File: config.mk
export PLATFORM = sky130hd
export DESIGN_NAME = keyframe_vector_interpolator
export DESIGN_NICKNAME = d
export VERILOG_FILES = /design/src/hw/rtl/kvi_pkg.sv /design/src/hw/rtl/kvi_frac_div.sv /design/src/hw/rtl/keyframe_vector_interpolator.sv
export SDC_FILE = /design/constraint.sdc
export NUM_CORES = 2
export LEC_CHECK = 0
export ABC_CLOCK_PERIOD_IN_PS = 20400
export BUFFER_PORTS_ARGS = -buffer_cell sky130_fd_sc_hd__buf_2
export CAP_MARGIN = 20
export CORE_UTILIZATION = 34
export CTS_CLUSTER_DIAMETER = 80
export CTS_CLUSTER_SIZE = 12
export DETAILED_ROUTE_END_ITERATION = 6
export SLEW_MARGIN = 20
export SYNTH_ARGS = -nofsm -noshare
export SYNTH_HDL_FRONTEND = slang
export SYNTH_SLANG_ARGS = --single-unit
export TNS_END_PERCENT = 30
File: constraint.sdc
create_clock -name i_clk -period 20.4 [get_ports i_clk]
set_input_delay 5.1 -clock i_clk [delete_from_list [all_inputs] [get_ports i_clk]]
set_output_delay 5.1 -clock i_clk [all_outputs]
set_load 0.02 [all_outputs]
File: src/hw/rtl/kvi_pkg.sv
package kvi_pkg;

    // Width of the interpolation fraction (0.16)
    localparam int FRAC_W = 16;
    // Width of one coordinate / time word
    localparam int WORD_W = 32;

    // Result source codes
    typedef enum logic [1:0] {
        SRC_DEFAULT = 2'd0,
        SRC_FIRST   = 2'd1,
        SRC_INTERP  = 2'd2,
        SRC_LAST    = 2'd3
    } t_src;

    // Input item kinds
    localparam logic MODE_LOAD   = 1'b0;
    localparam logic MODE_SAMPLE = 1'b1;

    // Configuration register indexes
    localparam logic [1:0] REG_KEY_COUNT = 2'd0;
    localparam logic [1:0] REG_DEFAULT_X = 2'd1;
    localparam logic [1:0] REG_DEFAULT_Y = 2'd2;
    localparam logic [1:0] REG_DEFAULT_Z = 2'd3;

    // Sequencer states
    typedef enum logic [3:0] {
        S_IDLE,
        S_FIRST,
        S_SCAN,
        S_LAST,
        S_VAL_A,
        S_VAL_B,
        S_DIV,
        S_MUL,
        S_ADD,
        S_OUT
    } t_state;

endpackage

File: src/hw/rtl/kvi_frac_div.sv
// Restoring divider for the interpolation fraction: quo = floor(num * 2^16 / den),
// valid only when num < den. One quotient bit per cycle.
module kvi_frac_div
    import kvi_pkg::*;
(
    input  logic                i_clk,
    input  logic                i_rst_n,
    input  logic                i_start,
    input  logic [WORD_W-1:0]   i_num,
    input  logic [WORD_W-1:0]   i_den,
    output logic                o_done,
    output logic [FRAC_W-1:0]   o_quo
);

    localparam int CNT_W = $clog2(FRAC_W);

    logic                r_busy;
    logic                r_done;
    logic [CNT_W-1:0]    r_cnt;
    logic [WORD_W-1:0]   r_rem;
    logic [WORD_W-1:0]   r_den;
    logic [FRAC_W-1:0]   r_quo;

    logic [WORD_W:0]     rem_sh;
    logic [WORD_W:0]     rem_sub;
    logic                ge;

    // One trial subtraction per cycle; remainder stays below den
    always_comb begin
        rem_sh  = {r_rem, 1'b0};
        rem_sub = rem_sh - {1'b0, r_den};
        ge      = (rem_sh >= {1'b0, r_den});
    end

    // Control
    always_ff @(posedge i_clk) begin
        if (!i_rst_n) begin
            r_busy <= 1'b0;
            r_done <= 1'b0;
            r_cnt  <= '0;
        end else if (i_start) begin
            r_busy <= 1'b1;
            r_done <= 1'b0;
            r_cnt  <= '0;
        end else if (r_busy) begin
            r_cnt <= r_cnt + 1'b1;
            if (r_cnt == CNT_W'(FRAC_W - 1)) begin
                r_busy <= 1'b0;
                r_done <= 1'b1;
            end
        end
    end

    // Datapath
    always_ff @(posedge i_clk) begin
        if (i_start) begin
            r_rem <= i_num;
            r_den <= i_den;
            r_quo <= '0;
        end else if (r_busy) begin
            r_rem <= ge ? rem_sub[WORD_W-1:0] : rem_sh[WORD_W-1:0];
            r_quo <= {r_quo[FRAC_W-2:0], ge};
        end
    end

    assign o_done = r_done;
    assign o_quo  = r_quo;

endmodule

File: src/hw/rtl/keyframe_vector_interpolator.sv
// Channel   Dir  Handshake                Payload
// s_axis    in   s_axis_tvalid/tready     tdata: key_slot, key_time, key_x, key_y,
//                                         key_z, sample_time; tuser: mode
// m_axis    out  m_axis_tvalid/tready     tdata: out_x, out_y, out_z; tuser: source
// apb       in   psel/penable/pwrite      key_count, default_x, default_y, default_z
//
// A load is written to the key memories as it is accepted. A sample with an empty
// table goes straight to S_OUT; otherwise S_FIRST checks the first key and S_SCAN
// walks the keys, ending at S_LAST or, on finding the upper key, going through
// S_VAL_A, S_VAL_B, S_DIV and S_MUL/S_ADD per component. The single read port of
// the key memories sets the scan at one key per cycle; a fraction divider and one
// multiplier shared by the three components form the blend.
// Reset is synchronous and clears control state only; the key memories hold
// nothing until written. A stalled result holds in the output register while the
// next item is accepted; the sequencer waits only if a second result is ready.
module keyframe_vector_interpolator
    import kvi_pkg::*;
#(
    parameter int MAX_KEYS = 16
) (
    input  logic           i_clk,
    input  logic           i_rst_n,

    input  logic           s_axis_tvalid,
    output logic           s_axis_tready,
    // [3:0] key_slot, [35:4] key_time, [67:36] key_x, [99:68] key_y,
    // [131:100] key_z, [163:132] sample_time, [167:164] zero
    input  logic [167:0]   s_axis_tdata,
    // [0] mode
    input  logic [0:0]     s_axis_tuser,

    output logic           m_axis_tvalid,
    input  logic           m_axis_tready,
    // [31:0] out_x, [63:32] out_y, [95:64] out_z
    output logic [95:0]    m_axis_tdata,
    // [1:0] source
    output logic [1:0]     m_axis_tuser,

    input  logic           psel,
    input  logic           penable,
    input  logic           pwrite,
    input  logic [3:0]     paddr,
    input  logic [31:0]    pwdata,
    output logic [31:0]    prdata,
    output logic           pready
);

    localparam int AW  = $clog2(MAX_KEYS);
    localparam int VAL_W = 3 * WORD_W;

    // Configuration registers
    logic [4:0]          r_key_count;
    logic [WORD_W-1:0]   r_def_x;
    logic [WORD_W-1:0]   r_def_y;
    logic [WORD_W-1:0]   r_def_z;

    // Key memories
    logic [WORD_W-1:0]   mem_time [MAX_KEYS];
    logic [VAL_W-1:0]    mem_val  [MAX_KEYS];
    logic [WORD_W-1:0]   r_time_q;
    logic [VAL_W-1:0]    r_val_q;

    // Sequencer
    t_state              r_state;
    t_state              n_state;
    logic [AW-1:0]       r_idx;
    logic [AW-1:0]       r_last;
    logic                r_one;
    logic [WORD_W-1:0]   r_st;
    logic [WORD_W-1:0]   r_prev_t;
    logic [VAL_W-1:0]    r_a;
    logic [VAL_W-1:0]    r_b;
    logic [1:0]          r_comp;
    logic signed [49:0]  r_prod;
    logic [VAL_W-1:0]    r_res;
    t_src                r_src;

    // Output register
    logic                r_m_valid;
    logic [VAL_W-1:0]    r_m_data;
    t_src                r_m_src;

    // Combinational
    logic                in_xfer;
    logic                cfg_wr;
    logic                load_we;
    logic [AW-1:0]       rd_addr;
    logic                div_start;
    logic                div_done;
    logic [FRAC_W-1:0]   div_quo;
    logic [WORD_W-1:0]   div_num;
    logic                found;
    logic                out_free;
    logic [WORD_W-1:0]   in_sample_time;
    logic [3:0]          in_slot;
    logic [AW-1:0]       cnt_last;
    logic [WORD_W-1:0]   comp_a;
    logic [WORD_W-1:0]   comp_b;
    logic signed [32:0]  comp_diff;
    logic signed [49:0]  prod_rnd;
    logic [WORD_W-1:0]   comp_res;

    assign in_xfer        = s_axis_tvalid && s_axis_tready;
    assign in_slot        = s_axis_tdata[3:0];
    assign in_sample_time = s_axis_tdata[163:132];
    assign load_we        = in_xfer && (s_axis_tuser[0] == MODE_LOAD)
                            && ({28'd0, in_slot} < 32'(MAX_KEYS));
    assign found          = (r_st < r_time_q);
    assign out_free       = !r_m_valid || m_axis_tready;
    assign cnt_last       = ({27'd0, r_key_count} >= 32'(MAX_KEYS)) ?
                            AW'(MAX_KEYS - 1) : AW'(5'(r_key_count - 5'd1));

    // APB port
    assign pready = 1'b1;
    assign cfg_wr = psel && penable && pwrite;

    always_ff @(posedge i_clk) begin
        if (!i_rst_n) begin
            r_key_count <= '0;
            r_def_x     <= '0;
            r_def_y     <= '0;
            r_def_z     <= '0;
        end else if (cfg_wr) begin
            unique case (paddr[3:2])
                REG_KEY_COUNT: r_key_count <= pwdata[4:0];
                REG_DEFAULT_X: r_def_x     <= pwdata;
                REG_DEFAULT_Y: r_def_y     <= pwdata;
                REG_DEFAULT_Z: r_def_z     <= pwdata;
                default:       ;
            endcase
        end
    end

    always_comb begin
        unique case (paddr[3:2])
            REG_KEY_COUNT: prdata = {27'd0, r_key_count};
            REG_DEFAULT_X: prdata = r_def_x;
            REG_DEFAULT_Y: prdata = r_def_y;
            REG_DEFAULT_Z: prdata = r_def_z;
            default:       prdata = '0;
        endcase
    end

    // Key memories: one write port for loads, one registered read port
    always_ff @(posedge i_clk) begin
        if (load_we) begin
            mem_time[AW'(in_slot)] <= s_axis_tdata[35:4];
        end
        r_time_q <= mem_time[rd_addr];
    end

    always_ff @(posedge i_clk) begin
        if (load_we) begin
            mem_val[AW'(in_slot)] <= s_axis_tdata[131:36];
        end
        r_val_q <= mem_val[rd_addr];
    end

    // Sample time before the lower key (unsorted table) gives a zero fraction
    assign div_num = (r_st < r_prev_t) ? '0 : (r_st - r_prev_t);

    // Fraction divider
    kvi_frac_div u_div (
        .i_clk   (i_clk),
        .i_rst_n (i_rst_n),
        .i_start (div_start),
        .i_num   (div_num),
        .i_den   (r_time_q - r_prev_t),
        .o_done  (div_done),
        .o_quo   (div_quo)
    );

    // Component selection for the shared blend unit
    always_comb begin
        case (r_comp)
            2'd0:    begin comp_a = r_a[31:0];  comp_b = r_b[31:0];  end
            2'd1:    begin comp_a = r_a[63:32]; comp_b = r_b[63:32]; end
            default: begin comp_a = r_a[95:64]; comp_b = r_b[95:64]; end
        endcase
        comp_diff = $signed({comp_b[31], comp_b}) - $signed({comp_a[31], comp_a});
        prod_rnd  = (r_prod + 50'sd32768) >>> 16;
        comp_res  = comp_a + prod_rnd[31:0];
    end

    // Sequencer state register
    always_ff @(posedge i_clk) begin
        if (!i_rst_n) begin
            r_state <= S_IDLE;
        end else begin
            r_state <= n_state;
        end
    end

    // Next state, read address and divider start
    always_comb begin
        n_state       = r_state;
        rd_addr       = r_idx;
        div_start     = 1'b0;
        s_axis_tready = 1'b0;
        unique case (r_state)
            S_IDLE: begin
                s_axis_tready = 1'b1;
                rd_addr       = '0;
                if (in_xfer && (s_axis_tuser[0] == MODE_SAMPLE)) begin
                    n_state = (r_key_count == 5'd0) ? S_OUT : S_FIRST;
                end
            end
            S_FIRST: begin
                rd_addr = AW'(1);
                if (r_one || (r_st <= r_time_q)) begin
                    n_state = S_OUT;
                end else begin
                    n_state = S_SCAN;
                end
            end
            S_SCAN: begin
                if (found) begin
                    rd_addr   = r_idx - 1'b1;
                    div_start = 1'b1;
                    n_state   = S_VAL_A;
                end else if (r_idx == r_last) begin
                    rd_addr = r_idx;
                    n_state = S_LAST;
                end else begin
                    rd_addr = r_idx + 1'b1;
                end
            end
            S_LAST:  n_state = S_OUT;
            S_VAL_A: begin
                rd_addr = r_idx;
                n_state = S_VAL_B;
            end
            S_VAL_B: n_state = S_DIV;
            S_DIV: begin
                if (div_done) begin
                    n_state = S_MUL;
                end
            end
            S_MUL:   n_state = S_ADD;
            S_ADD:   n_state = (r_comp == 2'd2) ? S_OUT : S_MUL;
            S_OUT: begin
                if (out_free) begin
                    n_state = S_IDLE;
                end
            end
            default: n_state = S_IDLE;
        endcase
    end

    // Sequencer datapath
    always_ff @(posedge i_clk) begin
        case (r_state)
            S_IDLE: begin
                r_st   <= in_sample_time;
                r_one  <= (r_key_count == 5'd1);
                r_last <= cnt_last;
                r_res  <= {r_def_z, r_def_y, r_def_x};
                r_src  <= SRC_DEFAULT;
            end
            S_FIRST: begin
                r_res    <= r_val_q;
                r_src    <= SRC_FIRST;
                r_prev_t <= r_time_q;
                r_idx    <= AW'(1);
            end
            S_SCAN: begin
                if (!found && (r_idx != r_last)) begin
                    r_prev_t <= r_time_q;
                    r_idx    <= r_idx + 1'b1;
                end
            end
            S_LAST: begin
                r_res <= r_val_q;
                r_src <= SRC_LAST;
            end
            S_VAL_A: r_a <= r_val_q;
            S_VAL_B: begin
                r_b    <= r_val_q;
                r_comp <= 2'd0;
                r_src  <= SRC_INTERP;
            end
            S_MUL: r_prod <= comp_diff * $signed({1'b0, div_quo});
            S_ADD: begin
                case (r_comp)
                    2'd0:    r_res[31:0]  <= comp_res;
                    2'd1:    r_res[63:32] <= comp_res;
                    default: r_res[95:64] <= comp_res;
                endcase
                r_comp <= r_comp + 2'd1;
            end
            default: ;
        endcase
    end

    // Output register
    always_ff @(posedge i_clk) begin
        if (!i_rst_n) begin
            r_m_valid <= 1'b0;
        end else if ((r_state == S_OUT) && out_free) begin
            r_m_valid <= 1'b1;
        end else if (m_axis_tready) begin
            r_m_valid <= 1'b0;
        end
    end

    always_ff @(posedge i_clk) begin
        if ((r_state == S_OUT) && out_free) begin
            r_m_data <= r_res;
            r_m_src  <= r_src;
        end
    end

    assign m_axis_tvalid = r_m_valid;
    assign m_axis_tdata  = r_m_data;
    assign m_axis_tuser  = r_m_src;

endmodule

Yosys cells after proc, flatten, opt, wreduce, memory -nomap -nowiden
Memories as Yosys holds them, arrays and structs flattened. A register that Yosys moved wholly into a read port is not among the register bits.
Cells that the tools add are included.
{"block": "word_totals", "register_bits": 703, "ramBits": 2048, "out_inout_bits": 133, "word_cells": 147, "memories": 2}
{"block": "classes", "n_addsub": 11, "multipliers": 1, "magnitude_cmp": 5, "eq_ne": 26, "n_mux": 39, "n_bitwise": 2, "reduce_logical": 34}
{"name": "mem_val", "words": 16, "width": 96, "rd": 1, "rd_clocked_by_memory_dff": 1, "write_ports": 1, "line": "keyframe_vector_interpolator.sv:59", "source": "logic [VAL_W-1:0] mem_val [MAX_KEYS];"}
{"name": "mem_time", "words": 16, "width": 32, "rd": 1, "rd_clocked_by_memory_dff": 1, "write_ports": 1, "line": "keyframe_vector_interpolator.sv:58", "source": "logic [WORD_W-1:0] mem_time [MAX_KEYS];"}
{"operator": "$pmux 96 s3", "n": 1}
{"operator": "$mux 32", "n": 8}
{"operator": "$pmux 32 s2", "n": 3}
{"operator": "$pmux 32 s4", "n": 1}
{"operator": "$sub 32x32->32", "n": 3}
{"operator": "$lt 32x32->1", "n": 2}
{"operator": "$add 48x17->48 const B", "n": 1}
{"operator": "$mul 33x17->48", "n": 1}
{"operator": "$mux 4", "n": 11}
{"operator": "$pmux 4 s10", "n": 1}
{"operator": "$ge 33x32->1", "n": 1}
{"operator": "$sub 32x32->33", "n": 1}
{"operator": "$add 32x32->32", "n": 1}
{"operator": "$le 32x32->1", "n": 1}
{"operator": "$reduce_and 2->1", "n": 9}
{"operator": "$eq 4x3->1 const B", "n": 4}
{"operator": "$eq 4x4->1 const B", "n": 3}
{"operator": "$ne 2x2->1 const B", "n": 6}
{"operator": "$pmux 4 s3", "n": 1}
{"operator": "$mux 1", "n": 10}
{"operator": "$add 4x1->4 const B", "n": 2}
{"operator": "$eq 4x2->1 const B", "n": 2}
{"operator": "$pmux 2 s4", "n": 1}
{"operator": "$pmux 4 s2", "n": 1}
{"operator": "24 further kinds", "n": 43}

Logic depth before layout (Yosys ltp)
{"block": "depth", "depth_word": 6, "depth_mapped": 46}

Cells and area by module
From an unflattened synthesis, not the netlist that was laid out.
{"block": "hier_totals", "hier_cells": 9579, "hier_area_um2": 138511.6}
{"module": "keyframe_vector_interpolator", "instances": 1, "cells_per_inst": 9020, "area_each_um2": 133087.6, "seq_area_each_um2": 81077.8}
{"module": "kvi_frac_div", "instances": 1, "cells_per_inst": 559, "area_each_um2": 5424.0, "seq_area_each_um2": 2362.3}

Worst setup path before layout
Ideal clock, no wire load.
{"block": "synth_timing", "path_kind": "input -> register", "start": "input port s_axis_tuser", "end": "memory mem_time[0][0], enable pin", "setup_ps": 774, "arrival_time_ps": 14491, "t_required_ps": 19626, "path_slack_ps": 5136, "path_stages": 3, "cell_sequence": "nand3b_1 -> or3_1 -> nor3_1"}
{"block": "synth_via", "elab_chain_len": 4}
{"item": "start: declaration", "line": "keyframe_vector_interpolator.sv:30", "source": "input logic [0:0] s_axis_tuser,"}
{"item": "$not 1->1", "line": "keyframe_vector_interpolator.sv:106", "source": "assign load_we = in_xfer && (s_axis_tuser[0] == MODE_LOAD)"}
{"item": "$logic_and 1x1->1", "line": "keyframe_vector_interpolator.sv:106"}
{"item": "$mux 1", "line": "keyframe_vector_interpolator.sv:146", "source": "if (load_we) begin"}
{"item": "$mux 1 (implied by the code)", "line": "keyframe_vector_interpolator.sv:147", "source": "mem_time[AW'(in_slot)] <= s_axis_tdata[35:4];"}
{"item": "end: declaration", "line": "keyframe_vector_interpolator.sv:58"}
No other way between the ends.

Worst setup path in the final report
{"block": "layout_timing", "start": "input port paddr[2]", "end": "output port prdata[9]"}
{"block": "layout_via", "elab_chain_len": 2, "word_cells_on_any_way": 5, "cone_classes": "eq/ne (3); mux (1); reduce/logical (1)"}
{"item": "start: declaration", "line": "keyframe_vector_interpolator.sv:42", "source": "input logic [3:0] paddr,"}
{"item": "$eq 2x2->1 (tied with other cells)", "line": "keyframe_vector_interpolator.sv:135", "source": "unique case (paddr[3:2])"}
{"item": "$pmux 32 s4 (*)", "line": "keyframe_vector_interpolator.sv:135"}
{"item": "end: declaration", "line": "keyframe_vector_interpolator.sv:44", "source": "output logic [31:0] prdata,"}
Mark *: on every way between the ends. The rest lies on a longest branch, timed or not.

==> key figures <==
STA
  – Period Utilization, post-route: 60.5%
  – Final setup fails: 0
  – Min Tclk post-route: 12.33 ns
  – Rel. slew slack: approximately 17%
  – Slew Limit Fails: 0
  – Final Skew: about 0.075 ns
  – Fmax: about 0.081 GHz
  – Hold Vio Cnt, Final: 0
  – Least-Margin Pin Slew: ~1.3 ns
  – RSZ-0062 raised after global routing: false
  – Hold slack: approximately 0.41 ns
  – Post-route setup slack: ~8.1 ns
  – Setup TNS: 0 ns

Synthesis
  – FF+latch count, synth: 2864
  – Post-synth EDFFs: ~2600
  – Sequential-to-total area share from yosys stat: between 60% and 70%
  – Yosys top cell by area: edfxtp_1
  – Top-area cell type share of the netlist area: between 50 and 60%
  – Yosys warning count: 0
  – Top post-synthesis cells by area: edfxtp_1, mux2i_1, fa_1, dfxtp_1, a221oi_1
  – Synthesized area: about 0.14 sq mm
  – Async S/R FF share, synth: 0%
  – Primary FF master, synth: edfxtp_1
  – Mean Syn Cell Area: 13.7 sq um
  – Post-Synthesis Cells: ~10000
  – Distinct cells, synth: 93
  – Syn Nets: around 11000

Cells and area
  – Most frequent cells in the layout: edfxtp_1, mux2i_1, nand2_1
  – Finished Cell Area: 0.154 sq mm
  – Final Util: a little under two fifths
  – Commonest non-fill, non-tap cell in the layout: edfxtp_1
  – Synth-to-layout area growth: 11.7%
  – Nets@finish: around 11000
  – Proportion of layout cells with a drive suffix above 1: roughly 9.3%
  – Fill cell count: 38000
  – Fin cells: between 15000 and 20000

Critical path
  – R2r setup slk: 8.67 ns
  – R2r endpoint: r_prod[47]
  – Critical Path RT: around 15 ns
  – Critical Path AT: roughly 7.2 ns
  – R2R Path Start: r_comp[0]
  – Critical path fanouts, max: 26
  – Crit end category: output pin
  – Reg2reg path depth: 36
  – WS Path Type: input pin to output pin
  – Crit path launch type: input pin

Clock network
  – Clk Latency, worst-skew pair: approximately 0.95 ns
  – CTS buffer count: roughly 280
  – Root buf cell: clkbuf_16
  – Max clock buf depth: 4
  – H-tree levels: 5
  – Post-CTS resize count: 0
  – Clk sinks: approximately 2900
  – # Post-CTS Setup Buffers: 0
  – Hold_buf cts: 0
  – TritonCTS clock tree: built
  – Clock-pin slew on the worst setup and hold paths: ~0.060 ns

Hold path
  – Worst hold path depth: 0
  – Hold path endpoint: m_axis_tdata[95]
  – HP Class: flip-flop to flip-flop
  – Hold Startpoint: r_res[95]

Detailed routing
  – Vias: 84300
  – Router iterations before antenna repair: 7
  – Routed len/inst: ~25 microns
  – DRC: 0
  – Final wirelength: between 300000 and 400000 microns
  – Initial DRC Count: around 7000
  – Post-DRT Antenna Nets: 0
  – Drt via density: approximately 5.3

Floorplan
  – Initial Util: 34.2%
  – Num rows: ~230
  – Die height: between 600 and 700 microns
  – Die area: between 0.4 and 0.5 sq mm
  – Die W: 638 microns
  – I/O Pins: 345
  – CORE AREA: between 0.4 and 0.5 sq mm

Global route
  – Initial antenna violation count: around 120
  – First-pass GRT wire length: between 500000 and 600000 microns
  – Pin count of the biggest net entering global routing: around 170
  – Total GRT Usage: about a fifth
  – Vias in the first global route: 83400
  – Grt total ovfl: 0

Placed design
  – Number of I/O port buffers: ~340
  – Routability cong.: about 0.89
  – Post-DP Area: 0.146 sq mm
  – DP HPWL: roughly 250000 microns
  – Placed insts: roughly 15000
  – Place WS: 8.08 ns

Power and ir drop
  – Switching part of the total power: between 40% and 50%
  – Clock power frac: around a fifth
  – Sequential power share: between 30 and 40%
  – PwrDens: 147 mW/mm^2
  – Combinational share of power: about 45%
  – Peak supply drop: between 200 and 300 uV
  – Lkg Pwr: about 57 nW
  – Int Pwr: ~13 mW
  – Switch Pwr: about 9.4 mW
  – Total power: between 20 and 25 mW

Job
  – Maxcap violations: 0

Status
  – Status: completed
-- sequential cells by signal (all words and copies together) (netlist names), 33 cells and up --
name	count
r_prod	33
r_val_q	96
r_b	96
mem_val	1536
r_res	96
m_axis_tdata	96
mem_time	512
r_a	96
-- cell families after synthesis --
kind of cell,share of synthesized area [%]
multiplexers,8.09
other,0.00272
flip-flops,60.6
buffers and inverters,3.86
adder cells (fa/ha/maj),9.92
AO/OA/AOI/OAI,9.95
AND/OR/NAND/NOR,6.08
XOR/XNOR,1.52
-- synth_stat cells, types with 32 or more instances --
master,count
a21boi_0,104
a21o_1,106
a21oi_1,180
a221oi_1,523
a22o_1,63
a22oi_1,32
and2_1,246
buf_1,37
buf_2,122
clkbuf_1,437
dfxtp_1,256
edfxtp_1,2608
fa_1,489
ha_1,300
inv_1,730
mux2i_1,1071
nand2_1,742
nand2b_1,48
nand3_1,234
nor2_1,288
nor2b_1,75
nor3_1,40
o21ai_0,94
o22ai_1,559
xnor2_1,161
xor2_1,73
-- critical path, stage by stage --
cell and delay, ns:
buf_2 0.08, buf_4 0.45, nor2b_4 0.29, buf_4 0.45
a22o_1 0.54, buf_2 0.27
-- worst max path at each step --
stage	start	to	slack, ns
2_1_floorplan	s_axis_tuser	mem_time[0][0]	5.14
3_3_place_gp	paddr[2]	prdata[9]	8.06
3_5_place_dp	paddr[2]	prdata[9]	8.08
4_1_cts	paddr[2]	prdata[9]	8.08
5_1_grt	r_comp[0]	r_prod[47]	8.01
6_report	paddr[2]	prdata[9]	8.07
-- routing by layer --
layer	GRT usage [%]	part of all wire, %	vias to the layer above
met5	0	0.094	-
met1	23.5	41	42900
met3	3.48	6.7	690
li1	-	-	37900
met2	31.4	48	2735
met4	9.10	4.9	56
-- power by group through the flow --
| stage | registers, mW | logic, mW | clock network, mW |
|---|---|---|---|
| final | 7.58 | 10.2 | 4.83 |
| after CTS | 7.57 | 10.2 | 4.92 |
| after global placement | 7.69 | 10.1 | 0 |
| after detailed placement | 7.69 | 10.1 | 0 |
| after floorplan | 7.49 | 6.87 | 0 |
| after global routing | 7.60 | 11.0 | 5.12 |
-- layout make-up --
type	instances	area, sq um	area share (%)
inverter	733	2750	1.79
clock buffer	417	7670	4.98
clock inverter	32	500	0.325
antenna	70	175	0.114
tap	5405	6760	4.40
timing repair buffer	511	3210	2.08
sequential	2864	83500	54.2
multi-input combinational	5824	49300	32.1
(Power assumes the default switching activity.)
